[src/design/hsd_pkg.sv]
// Shared types and constants for the Huffman symbol decoder.
// Request/response words, item kind codes and the sequencer state type.
// No dependencies.
package hsd_pkg;

   localparam int KIND_W = 2;
   localparam int SYM_W  = 9;
   localparam int CODE_W = 15;
   localparam int LEN_W  = 4;
   localparam int WIN_W  = 15;

   localparam logic [SYM_W-1:0] SYMBOL_COUNT_RESET = 9'd288;

   typedef enum logic [KIND_W-1:0] {
      KIND_CLEAR  = 2'd0,
      KIND_LOAD   = 2'd1,
      KIND_DECODE = 2'd2
   } hsd_kind_type;

   typedef struct packed {
      logic [KIND_W-1:0] kind;
      logic [SYM_W-1:0]  symbol_index;
      logic [CODE_W-1:0] code_value;
      logic [LEN_W-1:0]  code_length;
      logic [WIN_W-1:0]  bit_window;
   } hsd_req_type;

   typedef struct packed {
      logic [SYM_W-1:0] symbol;
      logic [LEN_W-1:0] used_bits;
      logic             found;
   } hsd_rsp_type;

   typedef enum logic [2:0] {
      ST_CLEAR,
      ST_IDLE,
      ST_FILL,
      ST_FAST,
      ST_SCAN,
      ST_DONE
   } hsd_state_type;

endpackage

[src/design/hsd_prefix_unit.sv]
// Shared bit-reverse and shift unit: first len bits of a stream word, MSB-first.
// Used for fast-table slot generation and for slow-path code compares.
// Depends on hsd_pkg.
module hsd_prefix_unit (
   input  logic [hsd_pkg::WIN_W-1:0] value,
   input  logic [hsd_pkg::LEN_W-1:0] len,
   output logic [hsd_pkg::WIN_W-1:0] prefix
);
   import hsd_pkg::*;

   logic [WIN_W-1:0] mirrored;
   logic [LEN_W:0]   shift_amt;

   // mirror the whole word: stream bit 0 lands in the MSB
   always_comb begin
      for (int k = 0; k < WIN_W; k++) begin
         mirrored[WIN_W-1-k] = value[k];
      end
   end

   // keep only the top len bits, right aligned
   assign shift_amt = (LEN_W+1)'(WIN_W) - {1'b0, len};
   assign prefix    = mirrored >> shift_amt;

endmodule

[config.mk]
export PLATFORM = sky130hd
export DESIGN_NAME = hsd_prefix_unit
export DESIGN_NICKNAME = d
export VERILOG_FILES = /design/src/design/hsd_pkg.sv /design/src/design/hsd_prefix_unit.sv
export SDC_FILE = /design/constraint.sdc
export NUM_CORES = 1
export LEC_CHECK = 0
export CAP_MARGIN = 20
export CORE_AREA = 2 2 39 41
export DETAILED_ROUTE_END_ITERATION = 12
export DIE_AREA = 0 0 41 43
export DONT_BUFFER_PORTS = 1
export GPL_ROUTABILITY_DRIVEN = 0
export SYNTH_ARGS = -nofsm -noshare
export SYNTH_HDL_FRONTEND = slang
export SYNTH_SLANG_ARGS = --single-unit
[constraint.sdc]
create_clock -name vclk -period 3.7
set_clock_uncertainty 0.15 [all_clocks]
set_input_delay 0.37 -clock vclk [all_inputs]
set_output_delay 0.37 -clock vclk [all_outputs]
set_load 0.01 [all_outputs]
==> flow_summary.ini <==
[timing]
min_period_ns = 1.91
fmax_mhz = 523
rsz0062_at_grt = false
tightest_slew_ns = 0.295
relSlewSlack_pct = 79.7
final_max_slew_viol_count = 0
post-route-period-util_pct = 51.7
hold_viol_final = 0
finalSetupViolCount = 0
fin_setup_tns_ns = 0
holdWs_ns = 0.694

[route]
drtIter0Drc = 9
wl_per_cell_um = 20.8
vias = 502
drt-total-wl_mm = 1.42
drt_first_pass_iters = 4
ant_nets = 0
routed_via_density = 7.38
drc = 0

[final_layout]
antennaDiodeCount = 0
finalNonFillerCells = 68
multi_input_area_um2 = 562
final_util_pct = 42.0
seq_cell_count = 0
register_area_um2 = 0
syn_to_final_growth_pct = -2.92
fillers = 140
nets = 73
drive_above_1_share_pct = 28.8
clockBufferCount = 0

[critical_path]
criticalPathCategory = input pin to primary output
path_cells = mux4_2, mux4_2
path_max_fanout = 17
path_delay_family = multiplexers
arrival_ns = 1.39
crit_slowest_cell = mux4_2
start_kind = input pin
slowest_delay_ns = 0.52
worstPathRequired_ns = 3.18
cp-end-kind = primary output
crit_path_frequent_cell = mux4_2
worst-path-buf-inv = 0
cp-startpoint = len[0]

[run_status]
status = finished clean

[die]
core_mm2 = 0.00138
die_x_um = 41
die_area_mm2 = 0.00176
ios = 34
rows = 14
start_util_pct = 43.3
fp.dieH_um = 43

[yosys]
synth_top_area_share_pct = 52.6
synth.area.top_cells = mux4_2, mux2i_1, and2_1, buf_6, nand2_1
ys_types = 21
synth-seq-area-share_pct = 0
synth_area_per_cell_um2 = 10.3
ys.warnings.count = 0
synthesis.nets = 77
synthesis.area_um2 = 599
yosysTopAreaCell = mux4_2
synth_cells = 58

[global_route]
grt_pass1_wl_mm = 2.20
overflow = 0
grt_pass1_vias = 478
antenna_found_initial = 0
gr-usage-all-layers_pct = 17.3
grt_max_degree = 22

[worst_hold_path]
hp-start = len[3]
min_path_type = input pin to primary output

[clock_tree]
hold_buffers = 0
postCtsSetupBuffers = 0
cts_resized = 0

[place]
numPortBuffers = 0
hpwl_mm = 1.14
numPlacedInstances = 68

[power]
p_per_area_mw_per_mm2 = 118
power_uw = 68.7
ir_drop_v = 0.0000440
leakage_nw = 0.190

[flow_run]
cap_viol_max_count = 0
-- layer usage --
layer / GRT usage, % / vias up / part of all wire (%)
met4: 0.667 / 0 / 0
met2: 28.1 / 20 / 53
met5: 0 / - / 0
li1: - / 230 / -
met1: 24.9 / 252 / 39
met3: 3.14 / 0 / 7.7
-- power breakdown --
group / switching (mW) / internal (mW)
combinational: 0.0294 / 0.0393
sequential: 0 / 0
clock: 0 / 0
-- cell families (layout without fill, tap and decap cells) --
kind of cell,count (synthesis),count (layout),share of synthesized area (%)
AO/OA/AOI/OAI,12,12,13.6
AND/OR/NAND/NOR,21,21,19.0
multiplexers,19,19,61.2
buffers and inverters,6,0,6.26
-- cell type report --
| cell class | instances | share of cell area [%] |
|---|---|---|
| multi-input combinational | 52 | 96.6 |
| tap | 16 | 3.44 |
-- synthesized netlist by cell type --
cell type  count
nand3b_1       1
a21oi_1        3
clkbuf_1       3
a22oi_1        2
mux2_2         1
buf_1          1
a21boi_1       2
a221o_1        1
nand2_1        6
mux2i_1        4
and2_1         4
a211o_1        1
nand3_1        2
o21ai_1        2
nor2b_1        3
and4b_1        1
nand2b_1       2
nor2_1         2
a211oi_1       1
mux4_2        14
buf_6          2
-- layout by cell type (no fill, tap or decap) --
master / instances
a211o_1: 1
a211oi_1: 1
a21boi_1: 2
a21oi_1: 3
a221o_1: 1
a22oi_1: 2
and2_1: 4
and4b_1: 1
mux2_2: 1
mux2i_1: 4
mux4_2: 14
nand2_1: 6
nand2b_1: 2
nand3_1: 2
nand3b_1: 1
nor2_1: 2
nor2b_1: 3
o21ai_1: 2
-- metrics by stage --
step	worst slack [ns]	cell area (µm²)
2_1_floorplan	1.64	599
3_3_place_gp	1.79	582
3_5_place_dp	1.79	582
4_1_cts	1.79	582
5_1_grt	1.77	582
6_report	1.79	582
-- final timing paths --
check	end	slack, ns	depth (start not counted)
max	prefix[1]	1.79	2
min	prefix[2]	0.69	1
Note: power is estimated with default switching activity, not from simulation.
